### config.mk
export PLATFORM = sky130hd
export DESIGN_NAME = pulse_gap_code_decoder
export DESIGN_NICKNAME = d
export VERILOG_FILES = /design/src/hdl/pgcd_pkg.sv /design/src/hdl/pgcd_cfg_regs.sv /design/src/hdl/pgcd_core.sv /design/src/hdl/pulse_gap_code_decoder.sv
export SDC_FILE = /design/constraint.sdc
export NUM_CORES = 1
export LEC_CHECK = 0
export BUFFER_PORTS_ARGS = -buffer_cell sky130_fd_sc_hd__buf_4
export CAP_MARGIN = 25
export CORE_MARGIN = 4
export CORE_UTILIZATION = 30
export CTS_BUF_LIST = sky130_fd_sc_hd__clkbuf_4 sky130_fd_sc_hd__clkbuf_8
export CTS_CLUSTER_SIZE = 30
export DETAILED_ROUTE_END_ITERATION = 8
export PLACE_DENSITY = 0.6
export SYNTH_ARGS = -nofsm -noshare
export SYNTH_HDL_FRONTEND = slang
export SYNTH_SLANG_ARGS = --single-unit
### constraint.sdc
create_clock -name clk_i -period 3.93 [get_ports clk_i]
set_input_delay 0.393 -clock clk_i [delete_from_list [all_inputs] [get_ports clk_i]]
set_output_delay 0.393 -clock clk_i [all_outputs]
set_load 0.01 [all_outputs]
### src/hdl/pgcd_pkg.sv
package pgcd_pkg;

  localparam int AddrW   = 5;
  localparam int DataW   = 32;
  localparam int LimitW  = 8;
  localparam int RepW    = 4;
  localparam int SizeW   = 4;
  localparam int CodeW   = 4;
  localparam int BitCntW = 2;

  localparam logic [LimitW-1:0] LeaderLowRst  = 8'd16;
  localparam logic [LimitW-1:0] LeaderHighRst = 8'd24;
  localparam logic [LimitW-1:0] OneLimitRst   = 8'd5;
  localparam logic [LimitW-1:0] ZeroLimitRst  = 8'd7;
  localparam logic [RepW-1:0]   ConfirmRst    = 4'd5;
  localparam logic [SizeW-1:0]  SpotSizeRst   = 4'd5;

  // The last bit of a code arrives when this many bits are already held.
  localparam logic [BitCntW-1:0] LastBitCnt = 2'd3;

  typedef enum logic [2:0] {
    REG_LEADER_LOW  = 3'd0,
    REG_LEADER_HIGH = 3'd1,
    REG_ONE_LIMIT   = 3'd2,
    REG_ZERO_LIMIT  = 3'd3,
    REG_CONFIRM     = 3'd4
  } reg_idx_e;

  typedef struct packed {
    logic [LimitW-1:0] leader_low;
    logic [LimitW-1:0] leader_high;
    logic [LimitW-1:0] one_limit;
    logic [LimitW-1:0] zero_limit;
    logic [RepW-1:0]   confirm_repeats;
  } cfg_t;

  typedef struct packed {
    logic [SizeW-1:0] spot_size;
    logic             size_updated;
    logic             code_done;
    logic             frame_error;
  } result_t;

  typedef struct packed {
    logic             hit;
    logic [SizeW-1:0] value;
  } lookup_t;

  // Maps a received four-bit code to a spot size from 1 to 10.
  function automatic lookup_t code_lookup(input logic [CodeW-1:0] code);
    lookup_t res;
    res.hit = 1'b1;
    unique case (code)
      4'h4:    res.value = 4'd1;
      4'hE:    res.value = 4'd2;
      4'hC:    res.value = 4'd3;
      4'hD:    res.value = 4'd4;
      4'h9:    res.value = 4'd5;
      4'hB:    res.value = 4'd6;
      4'hA:    res.value = 4'd7;
      4'h8:    res.value = 4'd8;
      4'h0:    res.value = 4'd9;
      4'h1:    res.value = 4'd10;
      default: begin
        res.hit   = 1'b0;
        res.value = '0;
      end
    endcase
    return res;
  endfunction

endpackage

### src/hdl/pgcd_cfg_regs.sv
module pgcd_cfg_regs (
  input  logic                        clk_i,
  input  logic                        rst_ni,
  input  logic                        psel,
  input  logic                        penable,
  input  logic                        pwrite,
  input  logic [pgcd_pkg::AddrW-1:0]  paddr,
  input  logic [pgcd_pkg::DataW-1:0]  pwdata,
  output logic [pgcd_pkg::DataW-1:0]  prdata,
  output logic                        pready,
  output pgcd_pkg::cfg_t              cfg_o
);
  import pgcd_pkg::*;

  cfg_t     cfg_q, cfg_d;
  reg_idx_e reg_idx;
  logic     wr_en;

  assign pready  = 1'b1;
  assign reg_idx = reg_idx_e'(paddr[AddrW-1:2]);
  assign wr_en   = psel && penable && pwrite;

  always_comb begin
    cfg_d = cfg_q;
    if (wr_en) begin
      unique case (reg_idx)
        REG_LEADER_LOW:  cfg_d.leader_low      = pwdata[LimitW-1:0];
        REG_LEADER_HIGH: cfg_d.leader_high     = pwdata[LimitW-1:0];
        REG_ONE_LIMIT:   cfg_d.one_limit       = pwdata[LimitW-1:0];
        REG_ZERO_LIMIT:  cfg_d.zero_limit      = pwdata[LimitW-1:0];
        REG_CONFIRM:     cfg_d.confirm_repeats = pwdata[RepW-1:0];
        default:         cfg_d = cfg_q;
      endcase
    end
  end

  always_comb begin
    unique case (reg_idx)
      REG_LEADER_LOW:  prdata = DataW'(cfg_q.leader_low);
      REG_LEADER_HIGH: prdata = DataW'(cfg_q.leader_high);
      REG_ONE_LIMIT:   prdata = DataW'(cfg_q.one_limit);
      REG_ZERO_LIMIT:  prdata = DataW'(cfg_q.zero_limit);
      REG_CONFIRM:     prdata = DataW'(cfg_q.confirm_repeats);
      default:         prdata = '0;
    endcase
  end

  always_ff @(posedge clk_i or negedge rst_ni) begin
    if (!rst_ni) begin
      cfg_q.leader_low      <= LeaderLowRst;
      cfg_q.leader_high     <= LeaderHighRst;
      cfg_q.one_limit       <= OneLimitRst;
      cfg_q.zero_limit      <= ZeroLimitRst;
      cfg_q.confirm_repeats <= ConfirmRst;
    end else begin
      cfg_q <= cfg_d;
    end
  end

  assign cfg_o = cfg_q;

endmodule

### src/hdl/pgcd_core.sv
module pgcd_core #(
  parameter int GAP_WIDTH = 8
) (
  input  logic                  clk_i,
  input  logic                  rst_ni,
  input  logic                  step_i,
  input  logic [GAP_WIDTH-1:0]  gap_i,
  input  pgcd_pkg::cfg_t        cfg_i,
  output pgcd_pkg::result_t     res_o
);
  import pgcd_pkg::*;

  localparam int CmpW = (GAP_WIDTH > LimitW) ? GAP_WIDTH : LimitW;

  logic               in_frame_q, in_frame_d;
  logic [BitCntW-1:0] bits_q, bits_d;
  logic [CodeW-1:0]   shift_q, shift_d;
  logic [SizeW-1:0]   decoded_q, decoded_d;
  logic [SizeW-1:0]   prev_q, prev_d;
  logic [RepW-1:0]    repeat_q, repeat_d;
  logic [SizeW-1:0]   accepted_q, accepted_d;

  logic [CmpW-1:0]    gap;
  logic [RepW:0]      next_cnt;
  logic               is_one, is_zero;
  logic               updated, done, err;
  lookup_t            lk;

  assign gap      = CmpW'(gap_i);
  assign is_one   = gap < CmpW'(cfg_i.one_limit);
  assign is_zero  = gap < CmpW'(cfg_i.zero_limit);
  assign next_cnt = {1'b0, repeat_q} + 1'b1;
  assign lk       = code_lookup({shift_q[CodeW-2:0], is_one});

  always_comb begin
    in_frame_d = in_frame_q;
    bits_d     = bits_q;
    shift_d    = shift_q;
    decoded_d  = decoded_q;
    prev_d     = prev_q;
    repeat_d   = repeat_q;
    accepted_d = accepted_q;
    updated    = 1'b0;
    done       = 1'b0;
    err        = 1'b0;
    if (!in_frame_q) begin
      if (gap > CmpW'(cfg_i.leader_low) && gap < CmpW'(cfg_i.leader_high)) begin
        in_frame_d = 1'b1;
        shift_d    = '0;
        bits_d     = '0;
      end
    end else if (is_one || is_zero) begin
      shift_d = {shift_q[CodeW-2:0], is_one};
      if (bits_q == LastBitCnt) begin
        done = 1'b1;
        // An unmapped code leaves the last decoded value in place.
        if (lk.hit) begin
          decoded_d = lk.value;
        end
        if (prev_q == decoded_d) begin
          if (next_cnt > {1'b0, cfg_i.confirm_repeats}) begin
            if (decoded_d != '0) begin
              accepted_d = decoded_d;
              updated    = 1'b1;
            end
            repeat_d = '0;
          end else begin
            repeat_d = next_cnt[RepW-1:0];
          end
        end else begin
          repeat_d = '0;
        end
        prev_d     = decoded_d;
        in_frame_d = 1'b0;
        shift_d    = '0;
        bits_d     = '0;
      end else begin
        bits_d = bits_q + 1'b1;
      end
    end else begin
      // A bit gap that is too long drops the whole frame.
      err        = 1'b1;
      in_frame_d = 1'b0;
      shift_d    = '0;
      bits_d     = '0;
    end
  end

  always_ff @(posedge clk_i or negedge rst_ni) begin
    if (!rst_ni) begin
      in_frame_q <= 1'b0;
      bits_q     <= '0;
      shift_q    <= '0;
      decoded_q  <= '0;
      prev_q     <= '0;
      repeat_q   <= '0;
      accepted_q <= SpotSizeRst;
    end else if (step_i) begin
      in_frame_q <= in_frame_d;
      bits_q     <= bits_d;
      shift_q    <= shift_d;
      decoded_q  <= decoded_d;
      prev_q     <= prev_d;
      repeat_q   <= repeat_d;
      accepted_q <= accepted_d;
    end
  end

  assign res_o.spot_size    = accepted_d;
  assign res_o.size_updated = updated;
  assign res_o.code_done    = done;
  assign res_o.frame_error  = err;

endmodule

### src/hdl/pulse_gap_code_decoder.sv
// Path: a result passes through the input register and then the result register
// before it appears on the outputs.
// Throughput: one edge per clock; the input register, the decode logic and the
// result register advance together whenever the result register is free or taken.
// Reset (rst_ni low, asynchronous): all registers but gap_q and res_q return to
// their reset values, the decoder waits for a leader, and the accepted spot size is 5.
module pulse_gap_code_decoder #(
  parameter int GAP_WIDTH = 8
) (
  input  logic                        clk_i,
  input  logic                        rst_ni,
  input  logic                        psel,
  input  logic                        penable,
  input  logic                        pwrite,
  input  logic [pgcd_pkg::AddrW-1:0]  paddr,
  input  logic [pgcd_pkg::DataW-1:0]  pwdata,
  output logic [pgcd_pkg::DataW-1:0]  prdata,
  output logic                        pready,
  input  logic                        in_valid_i,
  output logic                        in_ready_o,
  input  logic [GAP_WIDTH-1:0]        gap_ticks_i,
  output logic                        out_valid_o,
  input  logic                        out_ready_i,
  output logic [pgcd_pkg::SizeW-1:0]  spot_size_o,
  output logic                        size_updated_o,
  output logic                        code_done_o,
  output logic                        frame_error_o
);
  import pgcd_pkg::*;

  cfg_t                 cfg;
  result_t              res, res_q;
  logic                 in_valid_q, out_valid_q;
  logic [GAP_WIDTH-1:0] gap_q;
  logic                 advance, step;

  pgcd_cfg_regs u_cfg (
    .clk_i   (clk_i),
    .rst_ni  (rst_ni),
    .psel    (psel),
    .penable (penable),
    .pwrite  (pwrite),
    .paddr   (paddr),
    .pwdata  (pwdata),
    .prdata  (prdata),
    .pready  (pready),
    .cfg_o   (cfg)
  );

  // The pipeline moves whenever the result register is empty or being taken.
  assign advance    = !out_valid_q || out_ready_i;
  assign step       = in_valid_q && advance;
  assign in_ready_o = !in_valid_q || advance;

  pgcd_core #(
    .GAP_WIDTH (GAP_WIDTH)
  ) u_core (
    .clk_i  (clk_i),
    .rst_ni (rst_ni),
    .step_i (step),
    .gap_i  (gap_q),
    .cfg_i  (cfg),
    .res_o  (res)
  );

  always_ff @(posedge clk_i or negedge rst_ni) begin
    if (!rst_ni) begin
      in_valid_q  <= 1'b0;
      out_valid_q <= 1'b0;
    end else begin
      if (in_ready_o) begin
        in_valid_q <= in_valid_i;
      end
      if (advance) begin
        out_valid_q <= in_valid_q;
      end
    end
  end

  always_ff @(posedge clk_i) begin
    if (in_valid_i && in_ready_o) begin
      gap_q <= gap_ticks_i;
    end
    if (step) begin
      res_q <= res;
    end
  end

  assign out_valid_o    = out_valid_q;
  assign spot_size_o    = res_q.spot_size;
  assign size_updated_o = res_q.size_updated;
  assign code_done_o    = res_q.code_done;
  assign frame_error_o  = res_q.frame_error;

endmodule

==> impl_metrics.yaml, run 1 <==
run_status:
  status: "completed"
setup_path:
  crit_path_end_kind: "flop"
  r2r_cells: 11
  cp_common_cell: "nor2_1"
  crit_fanout: 12
  crit_chain: "inv_1, ha_1, nor3_1, o21bai_1, and3_4, nor2_2, a21oi_1, nor2_1, nand2_1, nor2_1, a32o_1"
  crit_type: "reg2reg"
  critPathMaxStageDelay_ns: 0.54
  cp.required_ns: 4.23
  arrival_ns: 3.41
  start_kind: "flop"
  cp_slowest_cell: "dfstp_2"
drt:
  first_pass_iters: 4
  routed_wl_um: 10200
  vias: 3331
  drtIter0Drc: 120
  vias_per_cell: 4.98
  drc: 0
  routedLengthMet1_um: 4530
  route.met2.wl_um: 4900
  wl_met3_um: 355
  ant_nets: 0
  wl_per_cell_um: 15.2
  highest_layer: "met4"
sta:
  tns_ns: 0
  fin_ws_ns: 0.823
  worst_pin_slew_ns: 0.723
  finClkSkew_ns: 0.0155
  holdWs_ns: 0.0808
  drv_slew: 0
  hold_viol_final: 0
  min_period_ns: 3.11
  setup_violations: 0
  max_freq_ghz: 0.322
  fin_crit_sh_pct: 79.1
  grt_setup_unrepaired: "no"
  relSlewSlack_pct: 51.8
global_route:
  antenna_found_initial: 0
  grt_start_max_net_pins: 57
  grt_use_total_pct: 12.7
  grt_pass1_vias: 3288
  grt_pass1_wl_um: 16600
  gr-total-overflow: 0
cells_and_area:
  fin_cells: 669
  fillCellCount: 1456
  layout.nets: 567
  syn_to_final_growth_pct: 15.6
  num_antenna_cells: 0
  layout_common_cells: "dfrtp_1, buf_4, inv_1"
  drive_gt1_share_pct: 22.5
logic_synthesis:
  synth_edf_count: 15
  async_reset_ff_share_pct: 78.9
  synth_area_per_cell_um2: 10.2
  synthDistinctLibCells: 60
  synth-seq-cells: 71
  yosys_warnings: 0
  yosysSeqAreaShare_pct: 41.8
  synthFlopType: "dfrtp_1"
  syn-cell-area_mm2: 0.00446
  synthCells: 438
run:
  maxCapViolCount: 0
placed_design:
  port_buffers: 42
  gp_congestion: 0.844
  preCtsSetupSlack_ns: 0.827
  dp_hpwl_um: 7700
  placed_cells: 653
cts:
  cts_resized: 0
  cts_sinks: 71
  cts_tree: "built"
  cts_made_buffers: 9
  cts_max_path_buffers: 2
  postCtsSetupRepairBufs: 0
  clk_pin_slew_ns: 0.08
  clock-root-buffer: "clkbuf_8"
  clk_latency_ns: 0.37
  ctsHtreeMaxLevel: 3
  holdBufCountCts: 0
power:
  total_leakage_power_nw: 2.33
  p_total_w: 0.00298
  p_per_area_mw_per_mm2: 578
  irDropWorstVdd_mv: 0.259
die:
  die_y_um: 130
  num_io_pins: 94
  die_area_mm2: 0.0169
  fp.dieW_um: 130
  rows: 44
  coreArea_mm2: 0.0145
  initial_core_util_pct: 30.7
hold_path:
  worstHoldPathType: "in2async"
-- per-layer routing --
metal / vias to the layer above / GRT usage, %
li1: 1610 / -
met1: 1604 / 16.0
met2: 93 / 20.6
met3: 24 / 2.25
met4: 0 / 7.15
met5: - / 0
-- cell families after synthesis --
family / synth area share (%)
other: 0.168
adders and majority gates: 9.81
AOI/OAI and AO/OA: 16.1
xor gates and xnor gates: 0.589
muxes: 9.62
DFF: 41.8
and+or+nand+nor: 13.2
buffers and inverters: 8.67
-- critical path, delay by kind of cell (launching register included) --
family	cells	cell delay, ns
AO/OA/AOI/OAI	3	0.55
adder cells (fa/ha/maj)	1	0.29
buffers and inverters	1	0.06
flip-flops	1	0.54
AND/OR/NAND/NOR	6	1.60
-- final timing paths --
path | slack [ns] | start | to
worst max-delay path | 0.82 | u_cfg.cfg_o[14] | u_core.repeat_q[1]
max in group asynchronous | 3.37 | rst_ni | u_cfg.cfg_o[30]
min in group clk_i | 0.19 | gap_ticks_i[0] | gap_q[0]
worst max register to register | 0.82 | u_cfg.cfg_o[14] | u_core.repeat_q[1]
worst min-delay path | 0.08 | rst_ni | u_core.shift_q[1]
worst min register to register | 0.49 | in_valid_q | out_valid_o
-- final cells by class --
type | count | area, um2 | area share, %
multi-input combinational | 312 | 2300 | 44.6
sequential | 71 | 1870 | 36.2
clock inverter | 5 | 129 | 2.50
timing repair buffer | 44 | 330 | 6.40
inverter | 42 | 158 | 3.06
tap | 184 | 230 | 4.46
clock buffer | 11 | 145 | 2.81
-- metrics by stage --
stage          util, %  instance area, um2
3_5_place_dp      33.6                4890
2_1_floorplan        -                4550
4_1_cts           35.5                5160
5_1_grt           35.5                5160
3_3_place_gp      33.6                4890
6_report          35.5                5160
-- report_power, final --
| group | leakage [nW] | internal [W] | switching, W |
|---|---|---|---|
| combinational | 1.37 | 0.000479 | 0.000577 |
| sequential | 0.819 | 0.000947 | 0.000181 |
| clock | 0.138 | 0.000513 | 0.000288 |
-- synth_stat cells (2+ instances only) --
master	count	share of area, %
ha_1	35	9.8
a32o_1	2	0.45
o21ai_1	2	0.22
a21o_1	8	1.3
nand3_1	12	1.3
nand2b_1	5	0.70
o31ai_1	3	0.50
nand2_1	32	2.7
nor3_1	12	1.3
nor2_1	20	1.7
o21ai_0	32	3.6
conb_1	2	0.17
dfrtp_1	44	25
a21boi_0	4	0.67
buf_4	25	4.2
mux2_2	23	5.8
mux4_2	4	2.0
a22o_1	8	1.6
nor2b_1	11	1.5
clkbuf_1	10	0.84
o311ai_1	2	0.39
nand4_1	3	0.42
o21a_1	5	0.84
o22ai_1	5	0.70
edfxtp_1	15	10
a21oi_1	13	1.5
and2_1	2	0.28
inv_1	42	3.5
xnor2_1	2	0.39
mux2i_1	8	1.8
a211o_1	2	0.39
dfstp_2	12	7.1
and3_1	3	0.42
o2bb2ai_1	4	0.79
-- state kept, by name (all words and copies together) (netlist names) --
register and count:
u_core.shift_q 3, size_updated_o 1, gap_q 8, u_cfg.cfg_o 36, code_done_o 1, frame_error_o 1, u_core.repeat_q 4, u_core.in_frame_q 1
u_core.prev_q 4, u_core.bits_q 2, in_valid_q 1, u_core.accepted_q 4, spot_size_o 4, out_valid_o 1
Power figures use the tool's default switching activity.
==> inputs of run 2 (changes only) <==
--- a/config.mk
+++ b/config.mk
@@ -12,7 +12,7 @@
 export CTS_BUF_LIST = sky130_fd_sc_hd__clkbuf_4 sky130_fd_sc_hd__clkbuf_8
 export CTS_CLUSTER_SIZE = 30
 export DETAILED_ROUTE_END_ITERATION = 8
-export PLACE_DENSITY = 0.6
+export PLACE_DENSITY = 0.62
 export SYNTH_ARGS = -nofsm -noshare
 export SYNTH_HDL_FRONTEND = slang
 export SYNTH_SLANG_ARGS = --single-unit
==> constraint.sdc (replaced) <==
create_clock -name clk_i -period 2.7 [get_ports clk_i]
set_input_delay 0.27 -clock clk_i [delete_from_list [all_inputs] [get_ports clk_i]]
set_output_delay 0.27 -clock clk_i [all_outputs]
set_load 0.01 [all_outputs]
==> run 2 against run 1 <==
Effect of this change:
- the run now ends with setup timing left
- clock-buffer cell count shrank 1
- via count grew 4.2%
- largest power group is now combinational logic
- die area is the same
- total power grew 48%
- non-clock buffer count grew 35
- sequential cell count is the same
- global-route usage grew 0.38 points
- cell count grew 5.2%
==> impl_metrics.yaml, run 2 (synthesis gave the netlist of run 1 again) <==
global_route:
  antenna_found_initial: 0
  grt_pass1_wl_um: 17400
  gr-total-overflow: 0
  grt_use_total_pct: 13.1
  grt_pass1_vias: 3509
  grt_start_max_net_pins: 57
die:
  rows: 44
  die_area_mm2: 0.0169
  num_io_pins: 94
  initial_core_util_pct: 30.7
  coreArea_mm2: 0.0145
  fp.dieW_um: 130
  die_y_um: 130
sta:
  min_period_ns: 2.75
  max_freq_ghz: 0.364
  grt_setup_unrepaired: "yes"
  relSlewSlack_pct: 50.7
  drv_slew: 0
  tns_ns: -0.200
  finClkSkew_ns: 0.0133
  worst_pin_slew_ns: 0.738
  holdWs_ns: 0.0812
  hold_viol_final: 0
  setup_violations: 7
  fin_crit_sh_pct: 102
  fin_ws_ns: -0.0508
cts:
  cts_tree: "built"
  cts_made_buffers: 9
  ctsHtreeMaxLevel: 3
  cts_max_path_buffers: 2
  clock-root-buffer: "clkbuf_8"
  clk_latency_ns: 0.36
  cts_sinks: 71
  clk_pin_slew_ns: 0.08
drt:
  vias: 3470
  vias_per_cell: 4.93
  wl_per_cell_um: 15.2
  drtIter0Drc: 146
  ant_nets: 0
  first_pass_iters: 4
  drc: 0
  routed_wl_um: 10700
cells_and_area:
  largest_register_ffs: 36
  layout.nets: 602
  num_antenna_cells: 0
  final_area_mm2: 0.00543
  layout_common_cells: "buf_4, dfrtp_1, inv_1"
  post-route-util_pct: 37.3
  drive_gt1_share_pct: 30.2
  final_common_cell: "buf_4"
  syn_to_final_growth_pct: 21.6
hold_path:
  worstHoldPathType: "in2reg"
setup_path:
  critPathMaxStageDelay_ns: 0.55
  cp_slowest_cell: "dfstp_2"
  start_kind: "flop"
  cp.required_ns: 2.94
  arrival_ns: 2.99
  crit_path_end_kind: "flop"
  crit_fanout: 6
  rrSetupSlack_ns: -0.05
  crit_chain: "inv_2, ha_4, nor3_2, o21bai_1, and3_4, nor2_2, a21oi_1, nor4b_4, nand3_4, a211o_1, a22o_1"
  crit_type: "reg2reg"
power:
  p_total_w: 0.00442
  irDropWorstVdd_mv: 0.314
  total_leakage_power_nw: 2.46
  p_per_area_mw_per_mm2: 814
placed_design:
  placed_cell_area_mm2: 0.00514
  dp_hpwl_um: 8190
  gp_congestion: 0.830
  port_buffers: 42
run:
  maxCapViolCount: 0
run_status:
  status: "complete, but fails checks"
  violations: "setup timing"
## run 2: critical path: cells and delay by family, from the launching register on
kind            cells  cell delay, ns
simple gates        5            1.02
compound gates      4            0.76
flops               1            0.55
fa+ha+maj           1            0.23
buf+inv             1            0.05
## run 2: path summary, 6_finish.rpt
path                                 startpoint                   end  cells past startpoint
max                             u_cfg.cfg_o[14]  u_core.accepted_q[1]                     11
min                              gap_ticks_i[2]              gap_q[2]                      1
max reg2reg                     u_cfg.cfg_o[14]  u_core.accepted_q[1]                     11
min reg2reg                u_core.accepted_q[0]  u_core.accepted_q[0]                      2
max in group asynchronous                rst_ni        u_cfg.cfg_o[3]                      2
min in group asynchronous                rst_ni       u_cfg.cfg_o[17]                      2
## run 2: layout make-up
| cell class | instances | area [um2] |
|---|---|---|
| Multi-Input combinational cell | 312 | 2370 |
| Tap cell | 184 | 230 |
| Inverter | 42 | 158 |
| Clock buffer | 10 | 131 |
| Clock inverter | 6 | 68.8 |
| Sequential cell | 71 | 1870 |
| Timing Repair Buffer | 79 | 596 |
| Fill cell | 1445 | 9110 |
## run 2: report_power, final
part	switching, W	internal, W
sequential	0.000278	0.00138
combinational	0.000949	0.000932
clock	0.000435	0.000442
total	0.00166	0.00275
## run 2: timing repair
action                     4_1_cts  5_1_grt
hold buffers                     1        0
resized for setup                5       10
hold endpoints to repair        44        0
setup endpoints to repair       13       22
pin swaps                        8        4
buffers inserted                 0        3
cloned                           0        0
## run 2: stage by stage
| stage | setup slack (ns) | cells |
|---|---|---|
| after floorplan | 0.000901 | 461 |
| final | -0.0508 | 704 |
| after CTS | -0.0756 | 701 |
| after global placement | -0.0949 | 684 |
| after detailed placement | -0.146 | 684 |
| after global routing | -0.156 | 704 |
## run 2: per-layer routing
metal  up-vias  global-route usage (%)  wire length [um]
li1       1675                       -                 -
met1      1664                    15.9              4670
met2       113                    22.5              5370
met3        18                    2.87               480
met4         0                    5.13               222
met5         -                       0                 0
==> inputs of run 3 (changes only) <==
--- a/config.mk
+++ b/config.mk
@@ -8,11 +8,11 @@
 export BUFFER_PORTS_ARGS = -buffer_cell sky130_fd_sc_hd__buf_4
 export CAP_MARGIN = 25
 export CORE_MARGIN = 4
-export CORE_UTILIZATION = 30
+export CORE_UTILIZATION = 40
 export CTS_BUF_LIST = sky130_fd_sc_hd__clkbuf_4 sky130_fd_sc_hd__clkbuf_8
 export CTS_CLUSTER_SIZE = 30
 export DETAILED_ROUTE_END_ITERATION = 8
-export PLACE_DENSITY = 0.62
+export PLACE_DENSITY = 0.75
 export SYNTH_ARGS = -nofsm -noshare
 export SYNTH_HDL_FRONTEND = slang
 export SYNTH_SLANG_ARGS = --single-unit
==> run 3 against run 2 <==
Effect of this change:
- the flow still finishes with violations (setup timing)
- clock skew shrank 0.0031 ns
- register-to-register slack lost 0.08 ns
- via count grew 0.61%
- final area is essentially flat
- maximum frequency shrank 2.8%
- combinational power is essentially flat
- cell count shrank 6.3%
- global-route usage grew 3.9 points
- sequential cell count is the same
- highest routed layer unchanged
==> impl_metrics.yaml, run 3 (synthesis gave the netlist of run 1 again) <==
cells_and_area:
  num_antenna_cells: 0
  syn_to_final_growth_pct: 21.5
  drive_gt1_share_pct: 31.7
  fin_cells: 660
  layout_common_cells: "buf_4, dfrtp_1, inv_1"
  layout.nets: 603
  largest_register_ffs: 36
  final_common_cell: "buf_4"
setup_path:
  critPathMaxStageDelay_ns: 0.54
  crit_path_end_kind: "flop"
  crit_type: "reg2reg"
  start_kind: "flop"
  critPathBufInv: 4
  cp_slowest_cell: "dfstp_2"
  cp.required_ns: 2.94
  arrival_ns: 3.07
  crit_fanout: 6
  crit_chain: "inv_2, ha_4, nor3_2, o21bai_1, and3_4, buf_4, nor2_4, buf_4, xnor2_1, a221oi_2, buf_4, a211o_1, a22o_1"
  critPathTopFamily: "compound AO/OA/AOI/OAI gates"
  cp_common_cell: "buf_4"
drt:
  vias_per_cell: 5.29
  drc: 0
  drtIter0Drc: 157
  wl_per_cell_um: 16.2
  vias: 3491
  first_pass_iters: 5
  ant_nets: 0
  routed_wl_um: 10700
power:
  clkPwrFrac_pct: 20.0
  p_per_area_mw_per_mm2: 821
  p_sw_share_pct: 36.8
  p_total_w: 0.00445
  total_leakage_power_nw: 2.48
  power_frac_seq_pct: 37.1
  irDropWorstVdd_mv: 0.320
  p_switching_w: 0.00164
  power.internal_w: 0.00282
  combPwrFrac_pct: 42.9
hold_path:
  worstHoldPathType: "in2reg"
cts:
  cts_max_path_buffers: 2
  cts_sinks: 71
  clk_pin_slew_ns: 0.08
  clock-root-buffer: "clkbuf_8"
  cts_tree: "built"
  ctsHtreeMaxLevel: 3
  cts_made_buffers: 9
  clk_latency_ns: 0.36
sta:
  worst_pin_slew_ns: 0.722
  fin_ws_ns: -0.129
  drv_slew: 0
  min_period_ns: 2.83
  fin_crit_sh_pct: 105
  grt_setup_unrepaired: "yes"
  relSlewSlack_pct: 51.9
  setup_violations: 13
  hold_viol_final: 0
  holdWs_ns: 0.0827
  max_freq_ghz: 0.353
  finClkSkew_ns: 0.0102
placed_design:
  placed_cells: 635
  port_buffers: 42
  gp_congestion: 0.961
  dp_hpwl_um: 7840
global_route:
  grt_start_max_net_pins: 57
  antenna_found_initial: 0
  grt_pass1_wl_um: 17500
  grt_pass1_vias: 3583
  grt_use_total_pct: 17.0
  gr-total-overflow: 0
die:
  initial_core_util_pct: 41.0
  die_area_mm2: 0.0129
  rows: 38
  die_y_um: 114
  fp.dieW_um: 114
  num_io_pins: 94
  coreArea_mm2: 0.0109
run_status:
  status: "complete, but fails checks"
  violations: "setup timing"
run:
  maxCapViolCount: 0
==> run 3: power groups by stage <==
stage          clock network (W)  registers [W]  logic [W]
6_report                0.000891        0.00165    0.00191
5_1_grt                 0.000957        0.00169    0.00211
4_1_cts                 0.000902        0.00164    0.00180
3_5_place_dp                   0        0.00165    0.00172
3_3_place_gp                   0        0.00163    0.00165
2_1_floorplan                  0        0.00154    0.00124
==> run 3: through the flow <==
| stage | area [um2] | worst slack [ns] | TNS (ns) | utilization (%) |
|---|---|---|---|---|
| floorplan | 4570 | 0.000901 | 0 | - |
| global placement | 5040 | -0.0967 | -0.520 | 46.3 |
| detailed placement | 5040 | -0.166 | -1.20 | 46.3 |
| CTS | 5320 | -0.0827 | -0.513 | 48.9 |
| global route | 5420 | -0.255 | -2.86 | 49.8 |
| finish | 5420 | -0.129 | -1.00 | 49.8 |
==> run 3: worst register-to-register path, delay by kind of cell (launching register included) <==
kind	cells	cell delay, ns
xor+xnor	1	0.15
buf+inv	4	0.52
simple gates	3	0.52
fa+ha+maj	1	0.23
compound gates	4	0.75
flops	1	0.54
==> run 3: metal layers <==
layer | vias up | track usage [%] | share of wire, %
li1 | 1675 | - | -
met1 | 1709 | 21.2 | 43
met2 | 84 | 28.8 | 51
met3 | 23 | 2.76 | 4.0
met4 | 0 | 7.69 | 2.8
met5 | - | 0 | 0
==> run 3: what timing repair did <==
action                                  in CTS  in global routing
hold buffers                                 1                  0
hold endpoints to repair                     2                  0
setup buffers                                3                  6
pin swaps                                    5                  4
endpoints found under the setup margin      13                 22
cloned                                       0                  0
resized for setup                           12                 15
==> run 3: final cells by class <==
| type | count | area [um2] |
|---|---|---|
| multi-input cells | 312 | 2410 |
| clock inverters | 1 | 30.0 |
| well taps | 140 | 175 |
| flip-flops and latches | 71 | 1870 |
| repair buffers | 80 | 607 |
| fillers | 958 | 5470 |
| clock buffers | 14 | 174 |
| inverters | 42 | 158 |
==> run 3: path summary, 6_finish.rpt <==
path	from	end	slack (ns)	cells past startpoint
setup / recovery	u_cfg.cfg_o[14]	u_core.accepted_q[1]	-0.13	13
hold / removal	gap_ticks_i[3]	gap_q[3]	0.08	1
setup reg to reg	u_cfg.cfg_o[14]	u_core.accepted_q[1]	-0.13	13
hold reg to reg	u_core.bits_q[1]	u_core.bits_q[1]	0.49	1
max in group asynchronous	rst_ni	u_cfg.cfg_o[9]	1.71	2
min in group asynchronous	rst_ni	u_core.prev_q[3]	0.51	2
